## config.mk

```make
export PLATFORM = sky130hd
export DESIGN_NAME = lsu_exp_stage
export DESIGN_NICKNAME = d
export VERILOG_FILES = /design/src/hw/rtl/lsu_pkg.sv /design/src/hw/rtl/lsu_exp_stage.sv
export SDC_FILE = /design/constraint.sdc
export NUM_CORES = 1
export LEC_CHECK = 0
export ABC_AREA = 1
export BUFFER_PORTS_ARGS = -buffer_cell sky130_fd_sc_hd__buf_2
export CELL_PAD_IN_SITES_DETAIL_PLACEMENT = 1
export CELL_PAD_IN_SITES_GLOBAL_PLACEMENT = 1
export CORE_MARGIN = 2
export CORE_UTILIZATION = 40
export DETAILED_ROUTE_END_ITERATION = 16
export PLACE_DENSITY = 0.76
export SLEW_MARGIN = 20
export SYNTH_ARGS = -nofsm -noshare
export SYNTH_HDL_FRONTEND = slang
export SYNTH_SLANG_ARGS = --single-unit
```

## constraint.sdc

```tcl
create_clock -name i_clk -period 7.97 [get_ports i_clk]
set_input_delay 0.3985 -clock i_clk [delete_from_list [all_inputs] [get_ports i_clk]]
set_output_delay 0.3985 -clock i_clk [all_outputs]
set_load 0.05 [all_outputs]
```

## src/hw/rtl/lsu_pkg.sv

```systemverilog
// ----------------------------------------------------------------------------
// Logistic sigmoid unit package
// Shared stage buses, widths and the constant table of e^-(2^k/1024).
// ----------------------------------------------------------------------------
package lsu_pkg;

    localparam int ExpSteps = 16;
    localparam int QuotBits = 17;

    // Bus through the exponential stages.
    typedef struct packed {
        logic        valid;
        logic        last;
        logic        neg;
        logic [15:0] mag;
        logic        one;   // E is still exactly 1.0
        logic [31:0] e;
    } t_exp_bus;

    // Bus through the division stages.
    typedef struct packed {
        logic        valid;
        logic        last;
        logic        neg;
        logic [32:0] d;
        logic [32:0] rem;
        logic [16:0] nlo;
        logic [16:0] quot;
    } t_div_bus;

    // Q0.32 value of e^-(2^k/1024), built exactly as the squaring chain defines it.
    function automatic logic [31:0] exp_tab(input int k);
        logic [63:0] v;
        logic [63:0] t;
        v = (64'd1 << 60) - (64'd1 << 50) + (64'd1 << 39)
            - ((64'd1 << 30) / 64'd6) + ((64'd1 << 20) / 64'd24)
            - ((64'd1 << 10) / 64'd120);
        t = (v + (64'd1 << 27)) >> 28;
        for (int i = 1; i < ExpSteps; i++) begin
            if (i <= k) begin
                t = (t * t + (64'd1 << 31)) >> 32;
            end
        end
        return t[31:0];
    endfunction

endpackage

```

## src/hw/rtl/lsu_exp_stage.sv

```systemverilog
// ----------------------------------------------------------------------------
// Exponential stage
// Multiplies the running value E by e^-(2^K/1024) when bit K of |x| is set.
// ----------------------------------------------------------------------------
module lsu_exp_stage #(
    parameter int K = 0
) (
    input  logic              i_clk,
    input  logic              i_rst_n,
    input  logic              i_en,
    input  lsu_pkg::t_exp_bus i_bus,
    output lsu_pkg::t_exp_bus o_bus
);

    localparam logic [31:0] Tk = lsu_pkg::exp_tab(K);

    lsu_pkg::t_exp_bus r_bus;
    lsu_pkg::t_exp_bus n_bus;
    logic [63:0]       prod;

    // Rounded Q0.32 product; E of exactly 1.0 just takes the table value.
    always_comb begin
        prod  = {32'd0, i_bus.e} * {32'd0, Tk} + (64'd1 << 31);
        n_bus = i_bus;
        if (i_bus.mag[K]) begin
            n_bus.one = 1'b0;
            n_bus.e   = i_bus.one ? Tk : prod[63:32];
        end
    end

    always_ff @(posedge i_clk) begin
        if (!i_rst_n) begin
            r_bus.valid <= 1'b0;
        end else if (i_en) begin
            r_bus <= n_bus;
        end
    end

    assign o_bus = r_bus;

endmodule

```

==> metrics.cfg <==
[outcome]
status = finished, final reports clean

[clock_network]
clk-insertion-delay-late_ns = 0.32
cts_root_buf = clkbuf_16
cts_tree = yes
cts.sinks = 52
clk_pin_slew_ns = 0.10
post_cts_buffers = 0
htree_levels = 2
cts-buffers-inserted = 5
clock_path_buffers = 2

[timing]
setup_tns_ns = 0
period_minus_slack_ns = 7.399
finalClockSkew_ns = 0
hold_violations = 0
rsz0062_at_grt = false
timing.final.crit_share_pct = 92.84
max_slew_margin_pct = 52.82
worstMarginPinSlew_ns = 0.7077
fmax_mhz = 135.2
maxSlewViolCount = 0
setup_viol = 0

[worst_setup_path]
endpoint_kind = flop
cpMaxStageDelayCell = fa_1
worstSetupPathType = in2reg
path_max_fanout = 5
required_ns = 8.05
critical_path.max_stage_delay_ns = 0.60
arrival_ns = 7.48
critPathLaunchType = input port

[routing]
drcViolationCount = 0
vias = 15330
via_per_inst = 5.220
avgRoutedWirePerCell_um = 23.91
drt_first_iter_violations = 866
wl_mm = 70.23
ant_nets = 0
drtPass1Iterations = 5

[floorplan]
start_util_pct = 40.28
die_area_sq_mm = 0.04954
die_w_um = 222.6
core_area_sq_mm = 0.04745
rows = 80
die_h_um = 222.6
ios = 107

[yosys]
synthCells = 2208
syn_area_sq_mm = 0.01911
avgSynthCellArea_sq_um = 8.655
synth_cell_types = 33
synth_top_area_cell = fa_1
yosysTopAreaCellShare_pct = 38.66
syn_nets = 2954
yosysSeqAreaShare_pct = 8.119
synthTopCellsByArea = fa_1 39%, ha_1 21%, inv_1 12%, edfxtp_1 8.0%, nand2_1 7.8%
synth_seq_cells = 52
yosys_warnings = 0

[global_route]
grt_max_degree = 46
track_usage_pct = 29.55
grt_pass1_vias = 17513
antenna_found_initial = 1
grt_pass1_wl_mm = 107.4
grt_overflow_total = 0

[flow_run]
drv_cap = 0

[final_layout]
largest_reg_flops = 52
seq_area_sq_mm = 0.001551
nNetsFinal = 3067
area_growth_pct = 7.752
num-fill-cells = 5732
drive_above_1_share_pct = 8.183
final_util_pct = 43.40
multiInputGateArea_sq_mm = 0.01517
diodes = 0

[place]
gp_congestion = 0.9624
portBuffers = 106
dpl.hpwl_mm = 63.85

[worst_hold_path]
holdCritPathClass = in2reg

final timing paths:
| kind | startpoint | to | slack (ns) | cells after the start |
|---|---|---|---|---|
| min | i_bus[48] | o_bus[48] | 0.22 | 1 |
| max | i_bus[5] | o_bus[13] | 0.57 | 26 |
| max reg2reg | o_bus[51] | o_bus[51] | 7.31 | 2 |
| min reg2reg | o_bus[51] | o_bus[51] | 0.57 | 2 |
worst max-delay path, delay by kind of cell:
kind	cells	cell delay, ns
AO/OA/AOI/OAI	3	0.79
AND/OR/NAND/NOR	5	0.61
buffers and inverters	9	1.06
adder cells (fa/ha/maj)	9	4.61
synth_stat cells (all sizes together):
cell type / n
nor4: 3
xor2: 3
nor3: 13
nand3b: 1
a21o: 3
o21a: 5
inv: 633
edfxtp: 51
o21ai: 40
xnor2: 4
o22ai: 2
ha: 322
nand2: 412
dfxtp: 1
a21boi: 1
o21bai: 15
nand4: 10
a21oi: 86
nand3: 85
clkbuf: 5
and3: 2
or2: 4
fa: 369
nor2: 138
per-layer routing:
layer	part of all wire (%)	wire length (um)	track usage [%]	up-vias
li1	-	-	-	6887
met1	44	31010	40.23	7955
met5	0	0	0	-
met3	4.7	3329	2.817	90
met2	48	33870	50.53	398
met4	2.9	2015	7.707	0
final cells by class:
cell class                      count  share of cell area [%]
Clock buffer                        5                  0.6076
Clock inverter                      3                  0.1398
Inverter                          633                   11.54
Multi-Input combinational cell   1518                   73.68
Sequential cell                    52                   7.535
Tap cell                          615                   3.737
Timing Repair Buffer              111                   2.759
through the flow:
step	std cells	area (sq um)	hold WS (ns)	worst slack (ns)
final	2937	20590	0.2207	0.5709
after global placement	2929	20430	0.5149	0.04537
after global routing	2937	20590	0.2175	0.2807
after detailed placement	2929	20430	0.5327	0.1548
after floorplan	2208	19110	0.4920	1.806
after CTS	2937	20580	0.2133	0.4101
layout by cell type, fill, tap and decap left out, drive strengths merged, types with 4 or more instances in the layout:
cell type  instances
ha               322
o21ai             40
clkbuf             5
nor3              13
o21a               5
inv              636
or2                4
nand2            412
nand4             10
buf              111
nor2             138
edfxtp            51
o21bai            15
nand3             85
xnor2              4
fa               369
a21oi             86
repair_timing:
action | in CTS | in global routing
resized for setup | 0 | 1
endpoints found under the setup margin | 0 | 1
hold endpoints to repair | 0 | 0
hold buffers | 0 | 0
cell families after synthesis:
| group | Yosys count | share of synthesized area (%) |
|---|---|---|
| xor gates and xnor gates | 7 | 0.3208 |
| DFF | 52 | 8.119 |
| and+or+nand+nor | 668 | 14.92 |
| buffers and inverters | 638 | 12.53 |
| AOI/OAI and AO/OA | 152 | 4.367 |
| adders and majority gates | 691 | 59.74 |
Power is left out: the tool's default activity adds up to more than one toggle a clock period on the data nets, which glitch-free logic cannot reach.
