File: src/hw/rtl/lsu_pkg.sv
// ----------------------------------------------------------------------------
// Logistic sigmoid unit package
// Shared stage buses, widths and the constant table of e^-(2^k/1024).
// ----------------------------------------------------------------------------
package lsu_pkg;

    localparam int ExpSteps = 16;
    localparam int QuotBits = 17;

    // Bus through the exponential stages.
    typedef struct packed {
        logic        valid;
        logic        last;
        logic        neg;
        logic [15:0] mag;
        logic        one;   // E is still exactly 1.0
        logic [31:0] e;
    } t_exp_bus;

    // Bus through the division stages.
    typedef struct packed {
        logic        valid;
        logic        last;
        logic        neg;
        logic [32:0] d;
        logic [32:0] rem;
        logic [16:0] nlo;
        logic [16:0] quot;
    } t_div_bus;

    // Q0.32 value of e^-(2^k/1024), built exactly as the squaring chain defines it.
    function automatic logic [31:0] exp_tab(input int k);
        logic [63:0] v;
        logic [63:0] t;
        v = (64'd1 << 60) - (64'd1 << 50) + (64'd1 << 39)
            - ((64'd1 << 30) / 64'd6) + ((64'd1 << 20) / 64'd24)
            - ((64'd1 << 10) / 64'd120);
        t = (v + (64'd1 << 27)) >> 28;
        for (int i = 1; i < ExpSteps; i++) begin
            if (i <= k) begin
                t = (t * t + (64'd1 << 31)) >> 32;
            end
        end
        return t[31:0];
    endfunction

endpackage

File: src/hw/rtl/lsu_div_stage.sv
// ----------------------------------------------------------------------------
// Division stage
// One restoring step of the rounded quotient, one quotient bit per stage.
// ----------------------------------------------------------------------------
module lsu_div_stage (
    input  logic              i_clk,
    input  logic              i_rst_n,
    input  logic              i_en,
    input  lsu_pkg::t_div_bus i_bus,
    output lsu_pkg::t_div_bus o_bus
);

    lsu_pkg::t_div_bus r_bus;
    lsu_pkg::t_div_bus n_bus;
    logic [33:0]       trial;
    logic [33:0]       diff;

    // Bring down the next numerator bit and subtract the divisor if it fits.
    always_comb begin
        trial = {i_bus.rem, i_bus.nlo[16]};
        diff  = trial - {1'b0, i_bus.d};
        n_bus = i_bus;
        n_bus.nlo = {i_bus.nlo[15:0], 1'b0};
        if (trial >= {1'b0, i_bus.d}) begin
            n_bus.rem  = diff[32:0];
            n_bus.quot = {i_bus.quot[15:0], 1'b1};
        end else begin
            n_bus.rem  = trial[32:0];
            n_bus.quot = {i_bus.quot[15:0], 1'b0};
        end
    end

    always_ff @(posedge i_clk) begin
        if (!i_rst_n) begin
            r_bus.valid <= 1'b0;
        end else if (i_en) begin
            r_bus <= n_bus;
        end
    end

    assign o_bus = r_bus;

endmodule

File: config.mk
export PLATFORM = sky130hd
export DESIGN_NAME = lsu_div_stage
export DESIGN_NICKNAME = d
export VERILOG_FILES = /design/src/hw/rtl/lsu_pkg.sv /design/src/hw/rtl/lsu_div_stage.sv
export SDC_FILE = /design/constraint.sdc
export NUM_CORES = 1
export LEC_CHECK = 0
export BUFFER_PORTS_ARGS = -buffer_cell sky130_fd_sc_hd__buf_2
export CORE_ASPECT_RATIO = 0.9
export CORE_UTILIZATION = 45
export CTS_BUF_LIST = sky130_fd_sc_hd__clkbuf_16
export CTS_CLUSTER_SIZE = 28
export DETAILED_ROUTE_END_ITERATION = 8
export HOLD_SLACK_MARGIN = 0.12
export PLACE_DENSITY = 0.85
export SYNTH_ARGS = -nofsm -noshare
export SYNTH_HDL_FRONTEND = slang
export SYNTH_SLANG_ARGS = --single-unit
File: constraint.sdc
create_clock -name i_clk -period 4.3 [get_ports i_clk]
set_input_delay 0.43 -clock i_clk [delete_from_list [all_inputs] [get_ports i_clk]]
set_output_delay 0.43 -clock i_clk [all_outputs]
set_load 0.03 [all_outputs]
==> reports/results.ini <==
[outcome]
status = finished clean

[synth]
ys_warn_count = 0
syn-cell-area_um2 = 5580
synth_nets = 629
async_flop_share = 0
seq_area_frac_synth = 0.548
ys_types = 54
synth-edff-count = 101
synth.largest_area_cell = edfxtp_1
synthFlopType = edfxtp_1
ys_top_cells_by_area = edfxtp_1 54%, ha_1 7.4%, a21oi_1 4.3%, nor2_1 3.0%, inv_1 2.8%
syn_avg_cell_area_um2 = 11.4
ys_ff_latch = 102
synth_cells = 489
synth.top_cell.area_share = 0.544

[sta]
worst_pin_slew_ns = 1.08
setup_tns_ns = 0
hold_violations = 0
rsz0062_at_grt = false
relSlewSlack = 0.278
slew_violations = 0
fin_crit_ns = 3.17
worst_slack_ns = 1.13
fmax_mhz = 315
setup_viol = 0
fin_skew_ns = 0
whs_ns = 0.243
period_share = 0.737

[place]
dpl.hpwl_um = 11300
port_buffers = 206
place_area_um2 = 6730
dp_cells = 839
gp_congestion = 0.878
place_ws_ns = 0.782

[power]
seqPwrFrac = 0.437
swShare = 0.314
irDropWorstVdd_mv = 0.194
total_power_mw = 2.78
p_leak_nw = 3.11
power.internal_mw = 1.91
p_switching_mw = 0.874
power.density_nw_per_um2 = 396
power_frac_comb = 0.259
pwr-share-clk = 0.304

[layout]
nets = 830
num_antenna_cells = 0
largest_register_ffs = 102
final_design_area_no_fill_um2 = 7030
nFillCells = 1052
final_core_util = 0.582
drive_gt1_frac = 0.358
instances_no_fill = 855
syn_to_final_growth_pct = 26.2

[clocking]
cts.clk_slew.worst_paths_ns = 0.08
cts_buffers = 9
cts-root-buf = clkbuf_16
hold_buffers = 0
clockBufferDepth = 2
clock_latency_ns = 0.35
cts_tree = done
post_cts_buffers = 0
numClockSinks = 102
ctsHtreeMaxLevel = 3
post_cts_resized = 0

[die]
io_pins = 209
coreArea_um2 = 12100
initial_core_util = 0.462
die_h_um = 108
die_w_um = 119
fp-row-count = 38
dieArea_um2 = 12800

[worst_hold_path]
worstHoldPathType = in -> reg
hold_start = i_bus[17]

[grt]
overflow = 0
grt_max_degree = 84
grt_pass1_vias = 4544
groute.usage.overall = 0.230
antenna_found_initial = 0
grt_pass1_wl_um = 22600

[route]
vias = 4595
routed_wl_um = 14600
drt-initial-drc-count = 265
vias_per_cell = 5.37
drtPass1Iterations = 4
drc = 0
wire_per_inst_um = 17.1
drtAntennaViolNets = 0

[critical_path]
r2r_start = o_bus[102]
crit_required_ns = 4.41
critical_path_class = in -> reg
critPathLaunchType = input port
crit_start = i_bus[33]
cp_max_fo = 33
worstPathArrival_ns = 3.28
end_kind = register

[run]
cap_violations = 0

==> cells in the final DEF (no fill, tap or decap), types with 5 or more instances in the layout <==
cell type	netlist	routed
a21oi_1	48	48
xnor2_1	16	16
a211oi_1	6	6
nand3_1	8	8
and3_1	5	5
inv_1	42	43
a21oi_2	9	9
buf_2	6	206
o21bai_1	6	6
clkbuf_16	0	9
a211o_1	5	5
nor2_1	45	45
nor2b_1	5	5
nand2_1	24	24
nand4_1	12	12
nor3_1	8	8
edfxtp_1	101	101
o21ai_0	21	21
ha_1	33	33
a21o_1	13	13
xor2_1	11	11
==> worst max-delay path, stage by stage <==
cell and delay (ns):
buf_2 0.11, inv_1 0.05, ha_1 0.17, inv_1 0.06
fa_1 0.40, a21oi_1 0.33, o211ai_1 0.19, a41oi_2 0.35
o31ai_4 0.14, o311ai_4 0.34, nand2_2 0.09, buf_4 0.26
mux2_4 0.34
==> path summary, 6_finish.rpt <==
| check | to | slack (ns) | cells after the start |
|---|---|---|---|
| setup / recovery | o_bus[38] | 1.13 | 13 |
| hold / removal | o_bus[18] | 0.24 | 1 |
| setup reg to reg | o_bus[102] | 3.70 | 2 |
| hold reg to reg | o_bus[102] | 0.54 | 2 |
==> Yosys cell counts, drive strengths merged, types with 4 or more instances <==
cell and count:
edfxtp 101, a21oi 57, xnor2 16, nor2b 5
mux2 5, nand3 8, clkbuf 9, and2 4
xor2 11, o21bai 6, and3 5, ha 33
o21ai 21, nand4 12, buf 10, a21o 13
nor2 45, or3 4, nor3 8, a211o 5
nand2 25, a31oi 4, a211oi 7, inv 42
==> layer usage <==
layer / up-vias / wire length (um) / part of all wire / track usage
li1: 2203 / - / - / -
met1: 2203 / 6020 / 0.41 / 0.269
met2: 165 / 7500 / 0.51 / 0.412
met3: 24 / 869 / 0.059 / 0.0551
met4: 0 / 257 / 0.018 / 0.0830
met5: - / 0 / 0 / 0
==> power groups by stage <==
stage          registers [mW]  logic (mW)  clock network [mW]
2_1_floorplan            1.40       0.345                   0
3_5_place_dp             1.24       0.716                   0
3_3_place_gp             1.23       0.701                   0
5_1_grt                  1.22       0.781               0.892
4_1_cts                  1.22       0.722               0.865
6_report                 1.22       0.721               0.846
==> final cells by class <==
class	instances	area [um2]	area share
sequential	102	3050	0.434
multi-input combinational	326	2260	0.322
timing repair buffer	209	1050	0.150
clock buffer	9	225	0.0320
tap	160	200	0.0285
inverter	42	158	0.0224
clock inverter	7	82.6	0.0117
==> logic make-up after synthesis <==
group / count (synthesis) / synth area share
adder cells (fa/ha/maj): 34 / 0.0776
buffers and inverters: 61 / 0.0471
other: 1 / 0.000673
multiplexers: 6 / 0.0146
XOR/XNOR: 27 / 0.0424
flip-flops: 102 / 0.548
AO/OA/AOI/OAI: 136 / 0.168
AND/OR/NAND/NOR: 122 / 0.102
Power figures use the tool's default switching activity.
